### src/hw/rtl/gaws_pkg.sv
package gaws_pkg;

  localparam int GridTiles   = 16;
  localparam int MaxTileSide = 64;
  localparam int AlphaW      = 8;
  localparam int WidthW      = 11;
  localparam int PixXW       = 10;
  localparam int PixYW       = 11;
  localparam int SideW       = 7;
  localparam int LocW        = 6;
  localparam int TileW       = 4;
  localparam int GlyphW      = 8;
  localparam int FracW       = 16;
  localparam int NumW        = LocW + FracW;
  localparam int RecipShift  = 28;
  localparam int RecipW      = RecipShift + 1;
  localparam int ProdW       = NumW + RecipW;
  localparam int QuotW       = ProdW - RecipShift;
  localparam int DivSteps    = PixYW;
  localparam int DivCntW     = 4;

  localparam logic [WidthW-1:0] WidthMin   = WidthW'(GridTiles);
  localparam logic [WidthW-1:0] WidthMax   = WidthW'(GridTiles * MaxTileSide);
  localparam logic [WidthW-1:0] WidthReset = WidthW'(256);
  localparam logic [PixYW-1:0]  PixelYMax  = PixYW'(GridTiles * MaxTileSide);
  localparam logic [GlyphW-1:0] SpaceGlyph = GlyphW'(32);
  localparam logic [FracW-1:0]  HalfQ16    = 16'h8000;
  localparam logic [FracW-1:0]  FracMax    = 16'hffff;

  typedef struct packed {
    logic [AlphaW-1:0] alpha;
    logic              frame_start;
  } pixel_t;

  typedef struct packed {
    logic [GlyphW-1:0] glyph_index;
    logic [LocW-1:0]   rightmost_column;
    logic [FracW-1:0]  width_fraction;
  } result_t;

  typedef struct packed {
    logic             start;
    logic             in_span;
    logic             first;
    logic             inner;
    logic             last;
    logic [LocW-1:0]  lx;
    logic [TileW-1:0] tx;
    logic [TileW-1:0] ty;
  } pos_t;

  typedef struct packed {
    logic              valid;
    logic [GlyphW-1:0] glyph;
    logic [LocW-1:0]   col;
  } done_t;

endpackage

### src/hw/rtl/glyph_atlas_width_scan.sv
// a result for a tile is registered through the s1, done, p and result stages after the pixel that completes its tile
// throughput: one pixel per cycle while the result side keeps taking results and no position recompute is running
// a width write is followed by a position recompute in the two
// restoring dividers, during which pixels are stalled and width_ready is low
// reset: width 256, position at the origin, all tile column maxima zero
module glyph_atlas_width_scan (
  input  logic                        clk,
  input  logic                        rst,
  input  logic                        pixel_valid,
  output logic                        pixel_stall,
  input  gaws_pkg::pixel_t            pixel,
  output logic                        result_valid,
  input  logic                        result_stall,
  output gaws_pkg::result_t           result,
  input  logic                        width_valid,
  output logic                        width_ready,
  input  logic [gaws_pkg::WidthW-1:0] width_data
);
  import gaws_pkg::*;

  logic [WidthW-1:0] image_width;
  logic [WidthW-1:0] width_eff;
  logic [SideW-1:0]  side;
  logic              advance;
  logic              accept;
  logic              busy;
  logic              cfg_write;
  pos_t              pos;
  done_t             done;

  always_comb begin
    if (image_width < WidthMin) begin
      width_eff = WidthMin;
    end else if (image_width > WidthMax) begin
      width_eff = WidthMax;
    end else begin
      width_eff = image_width;
    end
  end

  assign side = width_eff[WidthW-1:4];

  assign advance     = !result_valid || !result_stall;
  assign pixel_stall = !advance || busy;
  assign accept      = pixel_valid && !pixel_stall;
  assign width_ready = !busy;
  assign cfg_write   = width_valid && width_ready;

  always_ff @(posedge clk) begin
    if (rst) begin
      image_width <= WidthReset;
    end else if (cfg_write) begin
      image_width <= width_data;
    end
  end

  gaws_pos u_pos (
    .clk         (clk),
    .rst         (rst),
    .accept      (accept),
    .frame_start (pixel.frame_start),
    .cfg_write   (cfg_write),
    .width_eff   (width_eff),
    .side        (side),
    .pos         (pos),
    .busy        (busy)
  );

  gaws_colmem u_colmem (
    .clk     (clk),
    .rst     (rst),
    .advance (advance),
    .accept  (accept),
    .alpha   (pixel.alpha),
    .pos     (pos),
    .done    (done)
  );

  gaws_frac u_frac (
    .clk          (clk),
    .rst          (rst),
    .advance      (advance),
    .done         (done),
    .side         (side),
    .result_valid (result_valid),
    .result       (result)
  );

endmodule

### src/hw/rtl/gaws_div.sv
module gaws_div (
  input  logic                      clk,
  input  logic                      rst,
  input  logic                      start,
  input  logic [gaws_pkg::PixYW-1:0] dividend,
  input  logic [gaws_pkg::SideW-1:0] divisor,
  output logic                      busy,
  output logic [gaws_pkg::TileW-1:0] quotient_lo,
  output logic [gaws_pkg::LocW-1:0]  remainder
);
  import gaws_pkg::*;

  logic [DivCntW-1:0] count;
  logic [PixYW-1:0]   shreg;
  logic [LocW-1:0]    acc;
  logic [SideW-1:0]   trial;
  logic               take;

  assign trial = {acc, shreg[PixYW-1]};
  assign take  = trial >= divisor;

  always_ff @(posedge clk) begin
    if (rst) begin
      busy  <= 1'b0;
      count <= '0;
    end else if (start) begin
      busy  <= 1'b1;
      count <= '0;
      acc   <= '0;
      shreg <= dividend;
    end else if (busy) begin
      acc   <= take ? LocW'(trial - divisor) : trial[LocW-1:0];
      shreg <= {shreg[PixYW-2:0], take};
      count <= DivCntW'(count + 1'b1);
      if (count == DivCntW'(DivSteps - 1)) begin
        busy <= 1'b0;
      end
    end
  end

  assign quotient_lo = shreg[TileW-1:0];
  assign remainder   = acc;

endmodule

### src/hw/rtl/gaws_pos.sv
module gaws_pos (
  input  logic                        clk,
  input  logic                        rst,
  input  logic                        accept,
  input  logic                        frame_start,
  input  logic                        cfg_write,
  input  logic [gaws_pkg::WidthW-1:0] width_eff,
  input  logic [gaws_pkg::SideW-1:0]  side,
  output gaws_pkg::pos_t              pos,
  output logic                        busy
);
  import gaws_pkg::*;

  logic [PixXW-1:0] px, px_c;
  logic [PixYW-1:0] py, py_c;
  logic [LocW-1:0]  lx, lx_c, ly, ly_c;
  logic [TileW-1:0] tx, tx_c, ty, ty_c;
  logic             recalc;

  logic [WidthW-1:0] span;
  logic [SideW-1:0]  side_m1;
  logic [WidthW-1:0] px_inc;
  logic [SideW-1:0]  lx_inc, ly_inc;
  logic              wrap;

  logic             busy_x, busy_y;
  logic [TileW-1:0] q_x, q_y;
  logic [LocW-1:0]  r_x, r_y;

  // position of the pixel on the input, frame start counts from the origin
  assign px_c = frame_start ? '0 : px;
  assign py_c = frame_start ? '0 : py;
  assign lx_c = frame_start ? '0 : lx;
  assign ly_c = frame_start ? '0 : ly;
  assign tx_c = frame_start ? '0 : tx;
  assign ty_c = frame_start ? '0 : ty;

  assign span    = {side, 4'b0000};
  assign side_m1 = SideW'(side - 1'b1);
  assign px_inc  = WidthW'({1'b0, px_c} + 1'b1);
  assign lx_inc  = SideW'({1'b0, lx_c} + 1'b1);
  assign ly_inc  = SideW'({1'b0, ly_c} + 1'b1);
  assign wrap    = px_inc >= width_eff;

  always_comb begin
    pos.start   = frame_start;
    pos.in_span = ({1'b0, px_c} < span) && (py_c < span);
    pos.first   = (lx_c == '0) && (ly_c == '0);
    pos.inner   = (lx_c != '0) && (ly_c != '0);
    pos.last    = ({1'b0, lx_c} == side_m1) && ({1'b0, ly_c} == side_m1);
    pos.lx      = lx_c;
    pos.tx      = tx_c;
    pos.ty      = ty_c;
  end

  gaws_div u_div_x (
    .clk         (clk),
    .rst         (rst),
    .start       (cfg_write),
    .dividend    ({1'b0, px}),
    .divisor     (side),
    .busy        (busy_x),
    .quotient_lo (q_x),
    .remainder   (r_x)
  );

  gaws_div u_div_y (
    .clk         (clk),
    .rst         (rst),
    .start       (cfg_write),
    .dividend    (py),
    .divisor     (side),
    .busy        (busy_y),
    .quotient_lo (q_y),
    .remainder   (r_y)
  );

  always_ff @(posedge clk) begin
    if (rst) begin
      px     <= '0;
      py     <= '0;
      lx     <= '0;
      ly     <= '0;
      tx     <= '0;
      ty     <= '0;
      recalc <= 1'b0;
    end else if (cfg_write) begin
      recalc <= 1'b1;
    end else if (recalc) begin
      if (!busy_x && !busy_y) begin
        lx     <= r_x;
        tx     <= q_x;
        ly     <= r_y;
        ty     <= q_y;
        recalc <= 1'b0;
      end
    end else if (accept) begin
      if (wrap) begin
        px <= '0;
        lx <= '0;
        tx <= '0;
        if (py_c < PixelYMax) begin
          py <= PixYW'(py_c + 1'b1);
          if (ly_inc == side) begin
            ly <= '0;
            ty <= TileW'(ty_c + 1'b1);
          end else begin
            ly <= ly_inc[LocW-1:0];
            ty <= ty_c;
          end
        end else begin
          py <= py_c;
          ly <= ly_c;
          ty <= ty_c;
        end
      end else begin
        px <= px_inc[PixXW-1:0];
        py <= py_c;
        ly <= ly_c;
        ty <= ty_c;
        if (lx_inc == side) begin
          lx <= '0;
          tx <= TileW'(tx_c + 1'b1);
        end else begin
          lx <= lx_inc[LocW-1:0];
          tx <= tx_c;
        end
      end
    end
  end

  assign busy = recalc;

endmodule

### src/hw/rtl/gaws_colmem.sv
module gaws_colmem (
  input  logic                        clk,
  input  logic                        rst,
  input  logic                        advance,
  input  logic                        accept,
  input  logic [gaws_pkg::AlphaW-1:0] alpha,
  input  gaws_pkg::pos_t              pos,
  output gaws_pkg::done_t             done
);
  import gaws_pkg::*;

  logic [LocW-1:0] mem [GridTiles];
  logic [LocW-1:0] rdata;
  logic            rvalid;
  logic [GridTiles-1:0] vld;

  logic             s1_valid;
  logic             s1_start;
  logic             s1_first;
  logic             s1_examine;
  logic             s1_last;
  logic [LocW-1:0]  s1_lx;
  logic [TileW-1:0] s1_tx;
  logic [TileW-1:0] s1_ty;

  logic             fwd_valid;
  logic [TileW-1:0] fwd_addr;
  logic [LocW-1:0]  fwd_data;

  logic [LocW-1:0] cur, base, col_new;
  logic            clear;

  assign clear = accept && pos.start;

  always_comb begin
    if (s1_start) begin
      cur = '0;
    end else if (fwd_valid && (fwd_addr == s1_tx)) begin
      cur = fwd_data;
    end else if (rvalid) begin
      cur = rdata;
    end else begin
      cur = '0;
    end
    base    = s1_first ? '0 : cur;
    col_new = (s1_examine && (s1_lx > base)) ? s1_lx : base;
  end

  always_ff @(posedge clk) begin
    if (advance && s1_valid) begin
      mem[s1_tx] <= col_new;
    end
    if (accept) begin
      rdata <= mem[pos.tx];
    end
  end

  always_ff @(posedge clk) begin
    if (rst) begin
      s1_valid   <= 1'b0;
      vld        <= '0;
      fwd_valid  <= 1'b0;
      done.valid <= 1'b0;
    end else if (advance) begin
      s1_valid   <= accept && pos.in_span;
      rvalid     <= vld[pos.tx];
      s1_start   <= pos.start;
      s1_first   <= pos.first;
      s1_examine <= pos.inner && (alpha != '0);
      s1_last    <= pos.last;
      s1_lx      <= pos.lx;
      s1_tx      <= pos.tx;
      s1_ty      <= pos.ty;

      if (clear) begin
        vld <= '0;
      end else if (s1_valid) begin
        vld[s1_tx] <= 1'b1;
      end

      fwd_valid <= s1_valid && !clear;
      fwd_addr  <= s1_tx;
      fwd_data  <= col_new;

      done.valid <= s1_valid && s1_last;
      done.glyph <= {s1_ty, s1_tx};
      done.col   <= col_new;
    end
  end

endmodule

### src/hw/rtl/gaws_frac.sv
module gaws_frac (
  input  logic                       clk,
  input  logic                       rst,
  input  logic                       advance,
  input  gaws_pkg::done_t            done,
  input  logic [gaws_pkg::SideW-1:0] side,
  output logic                       result_valid,
  output gaws_pkg::result_t          result
);
  import gaws_pkg::*;

  logic [RecipW-1:0] recip_rom [MaxTileSide];
  logic [RecipW-1:0] recip;
  logic [NumW-1:0]   num;

  logic              p_valid;
  logic [GlyphW-1:0] p_glyph;
  logic [LocW-1:0]   p_col;
  logic [ProdW-1:0]  p_prod;
  logic [QuotW-1:0]  quot;
  logic [FracW-1:0]  frac;

  // ceiling reciprocal of each tile side, exact for every rounded quotient
  for (genvar g = 0; g < MaxTileSide; g++) begin : g_recip
    localparam longint unsigned Recip = ((64'd1 << RecipShift) + g) / (g + 1);
    assign recip_rom[g] = Recip[RecipW-1:0];
  end

  assign recip = recip_rom[LocW'(side - 1'b1)];
  assign num   = {done.col, FracW'(side >> 1)};

  assign quot = p_prod[ProdW-1:RecipShift];

  always_comb begin
    if (p_glyph == SpaceGlyph) begin
      frac = HalfQ16;
    end else if (quot > QuotW'(FracMax)) begin
      frac = FracMax;
    end else begin
      frac = quot[FracW-1:0];
    end
  end

  always_ff @(posedge clk) begin
    if (rst) begin
      p_valid      <= 1'b0;
      result_valid <= 1'b0;
    end else if (advance) begin
      p_valid <= done.valid;
      p_glyph <= done.glyph;
      p_col   <= done.col;
      p_prod  <= ProdW'(num) * ProdW'(recip);

      result_valid            <= p_valid;
      result.glyph_index      <= p_glyph;
      result.rightmost_column <= p_col;
      result.width_fraction   <= frac;
    end
  end

endmodule
### config.mk
export PLATFORM = sky130hd
export DESIGN_NAME = glyph_atlas_width_scan
export DESIGN_NICKNAME = d
export VERILOG_FILES = /design/src/hw/rtl/gaws_pkg.sv /design/src/hw/rtl/glyph_atlas_width_scan.sv /design/src/hw/rtl/gaws_div.sv /design/src/hw/rtl/gaws_pos.sv /design/src/hw/rtl/gaws_colmem.sv /design/src/hw/rtl/gaws_frac.sv
export SDC_FILE = /design/constraint.sdc
export NUM_CORES = 1
export LEC_CHECK = 0
export ABC_AREA = 1
export ABC_CLOCK_PERIOD_IN_PS = 11100
export BUFFER_PORTS_ARGS = -buffer_cell sky130_fd_sc_hd__buf_2
export CAP_MARGIN = 20
export CELL_PAD_IN_SITES_DETAIL_PLACEMENT = 0
export CELL_PAD_IN_SITES_GLOBAL_PLACEMENT = 1
export CORE_MARGIN = 3
export CORE_UTILIZATION = 40
export CTS_CLUSTER_DIAMETER = 200
export DETAILED_ROUTE_END_ITERATION = 10
export GPL_ROUTABILITY_DRIVEN = 0
export PLACE_DENSITY_LB_ADDON = 0.1
export SLEW_MARGIN = 20
export SYNTH_ARGS = -nofsm -noshare
export SYNTH_HDL_FRONTEND = slang
export SYNTH_SLANG_ARGS = --single-unit
### constraint.sdc
create_clock -name clk -period 11.1 [get_ports clk]
set_input_delay 1.11 -clock clk [delete_from_list [all_inputs] [get_ports clk]]
set_output_delay 1.11 -clock clk [all_outputs]
set_load 0.01 [all_outputs]
* Yosys cells after proc, flatten, opt, wreduce, memory -nomap -nowiden *
Memory sizes are Yosys's and may differ from the RTL's. A register that Yosys moved wholly into a read port is not among the register bits.
Index checks and enable logic that the tools add are counted.

storage, ports and cells
  RAM bits = 96
  ROM bits = 1856
  output and inout port bits = 33
  register bits after elaboration = 250
  memories = 2

memories
  name             depth  width  read ports  clocked after Yosys merged registers in  wr ports  line               source
  (no name shown)  64     29     1           0                                        0         gaws_frac.sv:29    assign recip = recip_rom[LocW'(side - 1'b1)];
  u_colmem.mem     16     6      1           1                                        1         gaws_colmem.sv:12  logic [LocW-1:0] mem [GridTiles];

cells by class
  mux-type cells = 66
  equal/unequal tests = 9
  reduce and logical (&&, ||, !) cells = 43
  bitwise operators = 5
  $mul = 1
  $add $sub $neg = 11
  order comparisons = 14

operators with widths
  kind                   count
  $mux 6                 22
  $mux 11                8
  $mux 29                2
  $mux 4                 13
  $mul 22x29->51         1
  $mux 16                2
  $mux 10                3
  $gt 23x16->1 const B   1
  $add 4x1->4 const B    4
  $logic_and 1x1->1      16
  $or 16x16->16          1
  $mux 15                1
  $add 6x1->7 const B    2
  $eq 6x7->1             2
  $eq 7x7->1             2
  $ge 7x7->1             2
  $mux 1                 13
  $logic_not 6->1        2
  $reduce_bool 6->1      2
  $sub 6x6->6            2
  $add 10x1->11 const B  1
  $add 11x1->11 const B  1
  $ge 11x11->1           1
  $gt 11x11->1 const B   1
  other kinds (24)       44

* Depth between registers and ports, before layout *
Gate-level depths: netlist of the first run.

  depth in word-level cells = 9
  gate-level depth with buffers = 48

* Modules after synthesis *
A second synthesis of the first run with hierarchy kept.

unflattened totals
  cell total of the unflattened synthesis = 3882
  area, all modules = 31093.6 um^2

modules (own cells, without submodules)
  module                  times used  seq. area each (um^2)  cells an instance  area an instance (um^2)
  gaws_frac               1           2052.0                 2263               17451.7
  gaws_colmem             1           4434.3                 576                6541.3
  gaws_pos                1           840.8                  630                3811.2
  gaws_div                2           610.6                  164                1355.0
  glyph_atlas_width_scan  1           220.2                  85                 579.3

* Worst setup path after synthesis of the first run *
OpenSTA, ideal clock, no wires.

  path type = register to register
  from = register image_width[7]
  to = register u_frac.p_prod[38] (data pin)
  stages on the path, launching flop included = 42
  setup slack = 2.325 ns
  arrival time = 8.499 ns
  required time = 10.824 ns
  period minus slack after synthesis = 8.775 ns
  buffers on the path = 4
  cell sequence = dfxtp_1 -> nor2_2 -> nand2_2 -> o21bai_4 -> nand2_1 -> inv_1 -> clkbuf_1 -> clkbuf_1 -> ha_1 -> clkbuf_1 -> inv_1 -> clkbuf_1 -> ha_1 -> inv_1 -> nand2_1 -> o21ai_0 -> a22oi_1 -> nand2_1 -> (+6 left out) -> fa_1 -> inv_1 -> ha_1 -> inv_1 -> fa_1 -> inv_1 -> fa_1 -> inv_1 -> fa_1 -> inv_1 -> ha_1 -> nand2_1 -> o21ai_0 -> a21oi_1 -> o31ai_1 -> nor3_1 -> o311ai_0 -> xor2_1

between the ends
  word-level cells in the longest chain between the ends = 9
  elaborated cells on any way between the ends = 10

RTL lines
  item                                        line                          source
  start, declared                             glyph_atlas_width_scan.sv:21  logic [WidthW-1:0] image_width;
  start signal, assigned                      glyph_atlas_width_scan.sv:51  image_width <= WidthReset;
  start signal, assigned                      glyph_atlas_width_scan.sv:53  image_width <= width_data;
  $gt 11x11->1                                glyph_atlas_width_scan.sv:34  end else if (image_width > WidthMax) begin
  $mux 11                                     glyph_atlas_width_scan.sv:34
  $mux 11 *                                   glyph_atlas_width_scan.sv:32  if (image_width < WidthMin) begin
  $sub 7x1->7                                 -
  $not 6->7 (implied by the code)             gaws_frac.sv:29
  $mem_v2 64x29                               -
  $mux 29 (implied by the code) (2 in a row)  gaws_frac.sv:29
  $mul 22x29->51 *                            gaws_frac.sv:52               p_prod <= ProdW'(num) * ProdW'(recip);
  end signal, assigned                        gaws_frac.sv:52
  end, declared                               gaws_frac.sv:19               logic [ProdW-1:0] p_prod;

Mark *: on every way between the ends. The rest lies on a longest branch, timed or not. The select of a mux whose other input is x is not followed.
A chain may end at the register's enable or synchronous reset.

* Worst setup path in the final report of the first run *
  from = register image_width[10]
  to = register u_frac.p_prod[38] (data pin)

Same word-level chain as after synthesis.

==> impl_metrics.py, run 1 <==
metrics = {
    "critical_path": {
        "crit_path_start_kind": "flop",
        "critPathMaxFanout": 16,
        "cpMostUsedCell": "inv_1",
        "crit_arrival_ns": 10.20,
        "critPathKind": "flop to flop",
        "reg2reg_slack_ns": 1.20,
        "required_ns": 11.40,
        "cp-end-kind": "flop",
        "slowest_delay_ns": 0.59,
        "cpMaxStageDelayCell": "dfxtp_1",
    },
    "sta": {
        "tns_ns": 0,
        "worst_pin_slew_ns": 1.08,
        "rsz0062_at_grt": "false",
        "finalCritPeriodShare_pct": 89.2,
        "finClkSkew_ns": 0.0323,
        "finalCriticalPeriod_ns": 9.90,
        "slew_violations": 0,
        "hold_violations": 0,
        "fmax_mhz": 101,
        "finalSetupViolCount": 0,
        "maxSlewHeadroom_pct": 27.3,
    },
    "logic_synthesis": {
        "yosys.area_share.xor_xnor_pct": 1.37,
        "ys_ff_latch": 320,
        "ys_seq_area_share_pct": 29.2,
        "synthCells": 3639,
        "synth_top_family_by_area": "adder cells",
        "synthAdderAreaFrac_pct": 30.0,
        "synth-compound-area-share_pct": 11.8,
        "async_flop_share_pct": 0,
        "synth_area_per_cell_um2": 8.24,
        "yosys_warnings": 0,
        "synthFlopType": "edfxtp_1",
        "synth_edf_count": 236,
        "synthSimpleGateAreaFrac_pct": 18.0,
        "synthesis.area_um2": 30000,
        "synth_cell_types": 63,
        "synthMuxAreaShare_pct": 0,
    },
    "drt": {
        "totalWireLength_mm": 93.7,
        "viasPerCell": 5.44,
        "wire_per_inst_um": 20.1,
        "dr.first_iter.drc_count": 2105,
        "dr.pass1.iters": 6,
        "ant_nets": 0,
        "vias": 25400,
        "drc_errors": 0,
    },
    "clocking": {
        "cts_buffers": 39,
        "clockBufferDepth": 3,
        "cts_resized": 0,
        "clkTransAtPathRegs_ns": 0.06,
        "cts.sinks": 320,
        "ctsRootBufferMaster": "clkbuf_16",
        "cts_hold_buf": 0,
        "cts_tree": "done",
        "clock_latency_ns": 0.57,
        "htree_levels": 2,
        "post_cts_buffers": 0,
    },
    "floorplanning": {
        "io_pins": 58,
        "die_x_um": 280,
        "dieHeight_um": 280,
        "dieArea_um2": 78300,
        "start_util_pct": 40.8,
        "rows": 99,
        "fp.coreArea_um2": 73600,
    },
    "finish": {
        "syn_to_final_growth_pct": 9.23,
        "layout.nets": 4264,
        "drive_gt1_share_pct": 5.38,
        "n_fill_cell": 7446,
        "diodes": 0,
        "seq_area_um2": 8770,
        "multi_input_area_um2": 18400,
    },
    "grt": {
        "grt_max_degree": 83,
        "track_usage_pct": 24.2,
        "antenna_found_initial": 0,
        "grt_overflow": 0,
        "grt_pass1_vias": 25800,
        "grt_pass1_wl_mm": 149,
    },
    "outcome": {
        "outcome": "finished, final reports clean",
    },
    "hold_path": {
        "hp-class": "flop to flop",
    },
    "place": {
        "dp_hpwl_mm": 72.6,
        "portBuffers": 57,
    },
    "run": {
        "maxCapViolations": 0,
    },
}
-- final cells by class --
cell class / count / share of cell area, %
clock buffers: 48 / 3.24
inverters: 644 / 7.38
well taps: 959 / 3.66
repair buffers: 94 / 1.74
clock inverters: 24 / 0.939
multi-input cells: 2571 / 56.3
flip-flops and latches: 320 / 26.8
-- cell usage in the layout (no fill, tap or decap), types with 84 or more instances in the layout --
| cell | netlist | routed |
|---|---|---|
| dfxtp_1 | 84 | 84 |
| edfxtp_1 | 236 | 236 |
| nand2_1 | 620 | 620 |
| inv_1 | 627 | 626 |
| o21ai_0 | 240 | 234 |
| ha_1 | 320 | 320 |
| nand3_1 | 112 | 112 |
| a21oi_1 | 215 | 213 |
| fa_1 | 249 | 249 |
| nor2_1 | 476 | 473 |
-- layer usage --
layer | share of wire (%) | global-route usage, % | vias to the layer above
met5 | 0 | 0 | -
met4 | 1.9 | 5.12 | 0
met3 | 7.0 | 4.44 | 106
met2 | 44 | 37.6 | 858
met1 | 48 | 35.2 | 12400
li1 | - | - | 11900
-- path summary, 6_finish.rpt --
path / endpoint / depth (start not counted) / start
worst min register to register: u_frac.result[19] / 0 / u_frac.p_col[3]
worst max register to register: u_frac.p_prod[38] / 32 / image_width[10]
worst max-delay path: u_frac.p_prod[38] / 32 / image_width[10]
worst min-delay path: u_frac.result[19] / 0 / u_frac.p_col[3]
-- synth_stat cells, types with 6 or more instances --
master,instances,share of area (%)
buf_2,10,0.17
o21a_1,10,0.25
o21ai_0,240,4.0
clkbuf_1,95,1.2
a22oi_1,8,0.20
nor2_1,476,6.0
o211ai_1,27,0.68
xor2_1,40,1.2
nand4_1,26,0.54
xnor2_1,7,0.20
ha_1,320,13
inv_1,627,7.8
nand2_1,620,7.8
nor4_1,20,0.42
a211oi_1,7,0.18
fa_1,249,17
a31oi_1,18,0.38
o221ai_1,35,1.0
nand2_2,6,0.13
buf_1,6,0.075
a21oi_1,215,3.6
nand3_1,112,1.9
o22ai_1,6,0.13
a221oi_1,11,0.32
dfxtp_1,84,5.6
nor3_1,50,0.83
inv_2,7,0.088
edfxtp_1,236,24
clkinv_1,10,0.13
-- state kept, by name (all words and copies together), names as in the netlist, 8 cells and up --
| register | cells |
|---|---|
| u_frac.p_glyph | 8 |
| u_pos.px | 10 |
| u_frac.result | 30 |
| image_width | 11 |
| u_pos.py | 11 |
| u_colmem.vld | 16 |
| u_frac.p_prod | 23 |
| u_pos.u_div_x.shreg | 11 |
| u_colmem.mem | 96 |
| u_pos.u_div_y.shreg | 11 |
-- cell families after synthesis --
kind of cell             after synthesis
AND/OR/NAND/NOR                     1331
buffers and inverters                758
AO/OA/AOI/OAI                        613
adder cells (fa/ha/maj)              569
flip-flops                           320
XOR/XNOR                              47
other                                  1
-- critical path: cells and delay by family, from the launching register on --
family	cells	cell delay (ns)
AND/OR/NAND/NOR	10	2.10
flip-flops	1	0.59
buffers and inverters	8	1.22
AO/OA/AOI/OAI	3	0.97
adder cells (fa/ha/maj)	10	4.60
XOR/XNOR	1	0.12
-- through the flow --
step | std cells | instance area, um^2 | utilization [%] | worst slack (ns) | hold WS, ns
after floorplan | 3649 | 30000 | - | 2.33 | 0.400
after global placement | 4587 | 31400 | 42.6 | 1.41 | 0.401
after detailed placement | 4587 | 31400 | 42.6 | 1.28 | 0.407
after CTS | 4659 | 32700 | 44.5 | 1.31 | 0.420
after global routing | 4660 | 32800 | 44.5 | 0.409 | 0.435
final | 4660 | 32800 | 44.5 | 1.20 | 0.418
Power of run 1 is not shown: default switching activity piles up to over one toggle a cycle in this logic, so the estimate is an artifact.
==> inputs of run 2 (changes only) <==
--- a/config.mk
+++ b/config.mk
@@ -17,6 +17,7 @@
 export DETAILED_ROUTE_END_ITERATION = 10
 export GPL_ROUTABILITY_DRIVEN = 0
 export PLACE_DENSITY_LB_ADDON = 0.1
+export REMOVE_ABC_BUFFERS = 1
 export SLEW_MARGIN = 20
 export SYNTH_ARGS = -nofsm -noshare
 export SYNTH_HDL_FRONTEND = slang
==> impl_metrics.py, run 2 (same netlist as run 1, synthesis figures left out) <==
metrics = {
    "place": {
        "dp_hpwl_mm": 73.1,
        "portBuffers": 57,
    },
    "drt": {
        "totalWireLength_mm": 94.5,
        "viasPerCell": 5.44,
        "vias": 25400,
        "dr.pass1.iters": 6,
        "drc_errors": 0,
        "wire_per_inst_um": 20.3,
        "dr.first_iter.drc_count": 2326,
        "ant_nets": 0,
    },
    "clocking": {
        "htree_levels": 2,
        "cts_resized": 0,
        "cts_tree": "done",
        "cts_buffers": 38,
        "clock_latency_ns": 0.57,
        "cts.sinks": 320,
        "clockBufferDepth": 3,
        "post_cts_buffers": 0,
        "ctsRootBufferMaster": "clkbuf_16",
        "clkTransAtPathRegs_ns": 0.06,
        "cts_hold_buf": 0,
    },
    "floorplanning": {
        "rows": 99,
        "die_x_um": 280,
        "io_pins": 58,
        "fp.coreArea_um2": 73600,
        "dieHeight_um": 280,
        "dieArea_um2": 78300,
        "start_util_pct": 40.8,
    },
    "hold_path": {
        "hp-start": "u_colmem.done[10]",
        "hp-class": "flop to flop",
        "whs_endpoint": "u_frac.p_glyph[4]",
        "worstHoldPathCells": 0,
    },
    "critical_path": {
        "slowest_delay_ns": 0.64,
        "reg2reg_depth": 31,
        "cp-end-kind": "flop",
        "crit_path_start_kind": "flop",
        "reg2reg_to": "u_frac.p_prod[38]",
        "crit_arrival_ns": 10.66,
        "reg2reg_slack_ns": 0.69,
        "cpMaxStageDelayCell": "nand2_1",
        "timing.rr.start": "image_width[10]",
        "required_ns": 11.35,
        "critPathKind": "flop to flop",
        "critPathMaxFanout": 26,
    },
    "sta": {
        "finalCriticalPeriod_ns": 10.41,
        "finalSetupViolCount": 0,
        "worst_pin_slew_ns": 1.08,
        "maxSlewHeadroom_pct": 27.7,
        "fmax_mhz": 96.1,
        "finalCritPeriodShare_pct": 93.8,
        "slew_violations": 0,
        "tns_ns": 0,
        "hold_violations": 0,
        "rsz0062_at_grt": "false",
        "finClkSkew_ns": 0.0370,
    },
    "finish": {
        "layout.nets": 4265,
        "largest_reg_flops": 96,
        "drive_gt1_share_pct": 5.19,
        "final_cell_mix": "inv_1 (626), nand2_1 (620), nor2_1 (473)",
        "layout_commonest_cell": "inv_1",
        "syn_to_final_growth_pct": 8.75,
        "top_regs": "u_colmem.mem x96, u_frac.result x30, u_frac.p_prod x23",
        "largest-register": "u_colmem.mem",
        "diodes": 0,
    },
    "grt": {
        "grt_overflow": 0,
        "grt_max_degree": 67,
        "track_usage_pct": 24.4,
        "grt_pass1_wl_mm": 149,
        "antenna_found_initial": 1,
        "grt_pass1_vias": 25600,
    },
    "outcome": {
        "outcome": "finished, final reports clean",
    },
    "run": {
        "maxCapViolations": 0,
    },
}
[run 2: changes by cell type in the layout (fill, tap and decap cells not counted), sizes merged]
cell / delta
bufinv: -3
clkinvlp: -3
buf: +2
clkbuf: +1
clkinv: +1
inv: +1
[run 2: metal layers]
metal  global-route usage, %  vias to the layer above  part of all wire, %
li1                        -                    11900                    -
met1                    36.2                    12400                   48
met2                    37.5                      875                   43
met3                    3.42                      129                  6.7
met4                    5.84                        0                  2.5
met5                       0                        -                    0
[run 2: metrics by stage]
stage	utilization, %	cell area (um^2)	instances	hold WS, ns	worst slack (ns)
finish	44.3	32600	4659	0.416	0.691
global route	44.3	32600	4659	0.420	0.0962
CTS	44.3	32600	4658	0.418	0.787
detailed placement	42.7	31400	4589	0.405	0.855
global placement	42.6	31400	4589	0.401	1.01
floorplan	-	29600	3535	0.400	2.23
[run 2: worst max path at each step]
stage | startpoint | endpoint | slack [ns] | cells past startpoint
floorplan | image_width[10] | u_frac.p_prod[38] | 2.23 | 36
global placement | image_width[10] | u_frac.p_prod[38] | 1.01 | 31
detailed placement | image_width[10] | u_frac.p_prod[38] | 0.86 | 31
CTS | image_width[10] | u_frac.p_prod[38] | 0.79 | 31
global route | image_width[10] | u_frac.p_prod[38] | 0.1 | 31
finish | image_width[10] | u_frac.p_prod[38] | 0.69 | 31
[run 2: final cells by class]
class / instances / area, um^2
clock buffers: 49 / 1020
inverters: 644 / 2420
flip-flops and latches: 320 / 8770
clock inverters: 20 / 194
repair buffers: 96 / 578
well taps: 959 / 1200
fillers: 7518 / 41000
multi-input cells: 2571 / 18400
[run 2: worst max-delay path: cells and delay by family (launching register included)]
| family | cells | cell delay (ns) |
|---|---|---|
| compound gates | 4 | 1.54 |
| xor+xnor | 1 | 0.18 |
| fa+ha+maj | 9 | 4.25 |
| buf+inv | 8 | 1.40 |
| flops | 1 | 0.58 |
| simple gates | 9 | 2.15 |
Power of run 2 is left out for the same reason.
==> inputs of run 3 (changes only) <==
--- a/config.mk
+++ b/config.mk
@@ -6,7 +6,7 @@
 export NUM_CORES = 1
 export LEC_CHECK = 0
 export ABC_AREA = 1
-export ABC_CLOCK_PERIOD_IN_PS = 11100
+export ABC_CLOCK_PERIOD_IN_PS = 10500
 export BUFFER_PORTS_ARGS = -buffer_cell sky130_fd_sc_hd__buf_2
 export CAP_MARGIN = 20
 export CELL_PAD_IN_SITES_DETAIL_PLACEMENT = 0
==> constraint.sdc (replaced) <==
create_clock -name clk -period 10.5 [get_ports clk]
set_input_delay 1.05 -clock clk [delete_from_list [all_inputs] [get_ports clk]]
set_output_delay 1.05 -clock clk [all_outputs]
set_load 0.01 [all_outputs]
==> impl_metrics.py, run 3 (same netlist as run 1, synthesis figures left out) <==
metrics = {
    "finish": {
        "layout.nets": 4272,
        "layout_commonest_cell": "inv_1",
        "drive_gt1_share_pct": 5.47,
        "final_cell_mix": "inv_1 (626), nand2_1 (620), nor2_1 (473)",
        "syn_to_final_growth_pct": 9.21,
        "largest_reg_flops": 96,
        "top_regs": "u_colmem.mem x96, u_frac.result x30, u_frac.p_prod x23",
        "diodes": 0,
        "largest-register": "u_colmem.mem",
    },
    "grt": {
        "track_usage_pct": 24.7,
        "grt_pass1_vias": 26200,
        "grt_max_degree": 67,
        "grt_overflow": 0,
        "grt_pass1_wl_mm": 151,
        "antenna_found_initial": 0,
    },
    "clocking": {
        "clkTransAtPathRegs_ns": 0.06,
        "ctsRootBufferMaster": "clkbuf_16",
        "cts_tree": "done",
        "cts_resized": 0,
        "cts.sinks": 320,
        "clockBufferDepth": 3,
        "htree_levels": 2,
        "cts_buffers": 40,
        "post_cts_buffers": 0,
        "cts_hold_buf": 0,
        "clock_latency_ns": 0.59,
    },
    "floorplanning": {
        "dieHeight_um": 280,
        "die_x_um": 280,
        "dieArea_um2": 78300,
        "rows": 99,
        "start_util_pct": 40.8,
        "fp.coreArea_um2": 73600,
        "io_pins": 58,
    },
    "run": {
        "maxCapViolations": 0,
    },
    "critical_path": {
        "slowest_delay_ns": 0.60,
        "crit_arrival_ns": 10.14,
        "cpMaxStageDelayCell": "nor2_1",
        "critPathMaxFanout": 17,
        "reg2reg_slack_ns": 0.69,
        "crit_path_start_kind": "flop",
        "critPathKind": "flop to flop",
        "cpMostUsedCell": "inv_1",
        "cp-end-kind": "flop",
        "required_ns": 10.83,
    },
    "sta": {
        "finClkSkew_ns": 0.0483,
        "maxSlewHeadroom_pct": 28.5,
        "hold_violations": 0,
        "fmax_mhz": 102,
        "finalCritPeriodShare_pct": 93.4,
        "slew_violations": 0,
        "rsz0062_at_grt": "false",
        "worst_pin_slew_ns": 1.06,
        "tns_ns": 0,
        "finalSetupViolCount": 0,
        "finalCriticalPeriod_ns": 9.81,
    },
    "drt": {
        "vias": 25500,
        "drc_errors": 0,
        "viasPerCell": 5.47,
        "ant_nets": 0,
        "wire_per_inst_um": 20.6,
        "dr.first_iter.drc_count": 2311,
        "totalWireLength_mm": 96.1,
        "dr.pass1.iters": 6,
    },
    "place": {
        "dp_hpwl_mm": 74.2,
        "portBuffers": 57,
    },
    "outcome": {
        "outcome": "finished, final reports clean",
    },
    "hold_path": {
        "hp-class": "flop to flop",
    },
}
[run 3: changes by cell type in the layout (fill, tap and decap cells not counted), sizes merged]
cell and change:
inv -2, buf +5, clkbuf +5, clkinv +4
bufinv -2
[run 3: final timing paths]
check / cells after the start / from / to
min reg2reg: 0 / u_frac.p_glyph[4] / u_frac.result[26]
max reg2reg: 30 / image_width[10] / u_frac.p_prod[29]
max: 30 / image_width[10] / u_frac.p_prod[29]
min: 0 / u_frac.p_glyph[4] / u_frac.result[26]
[run 3: through the flow]
step                worst slack [ns]  area, um^2  hold slack, ns  instances  utilization, %
floorplan                       1.63       29600           0.400       3535               -
global placement               0.779       31400           0.402       4595            42.7
detailed placement             0.829       31400           0.405       4595            42.7
CTS                            0.787       32700           0.412       4669            44.5
global route                  0.0626       32800           0.423       4669            44.5
finish                         0.690       32800           0.415       4669            44.5
[run 3: worst max-delay path: cells and delay by family, from the launching register on]
kind | cells | cell delay, ns
and+or+nand+nor | 9 | 2.46
adders and majority gates | 9 | 4.20
DFF | 1 | 0.57
AOI/OAI and AO/OA | 3 | 0.95
buffers and inverters | 8 | 0.98
xor gates and xnor gates | 1 | 0.39
[run 3: final cells by class]
cell class / instances / area (um^2)
Clock inverter: 20 / 180
Sequential cell: 320 / 8770
Multi-Input combinational cell: 2571 / 18400
Timing Repair Buffer: 101 / 616
Clock buffer: 54 / 1140
Inverter: 644 / 2420
Tap cell: 959 / 1200
Fill cell: 7473 / 40800
[run 3: metal layers]
metal  vias up  part of all wire, %  track usage [%]
met5         -                    0                0
met3       167                  7.4             4.34
met1     12400                   47             36.0
li1      11900                    -                -
met2       984                   43             38.4
met4         0                  2.6             5.88
Power of run 3 is left out for the same reason.
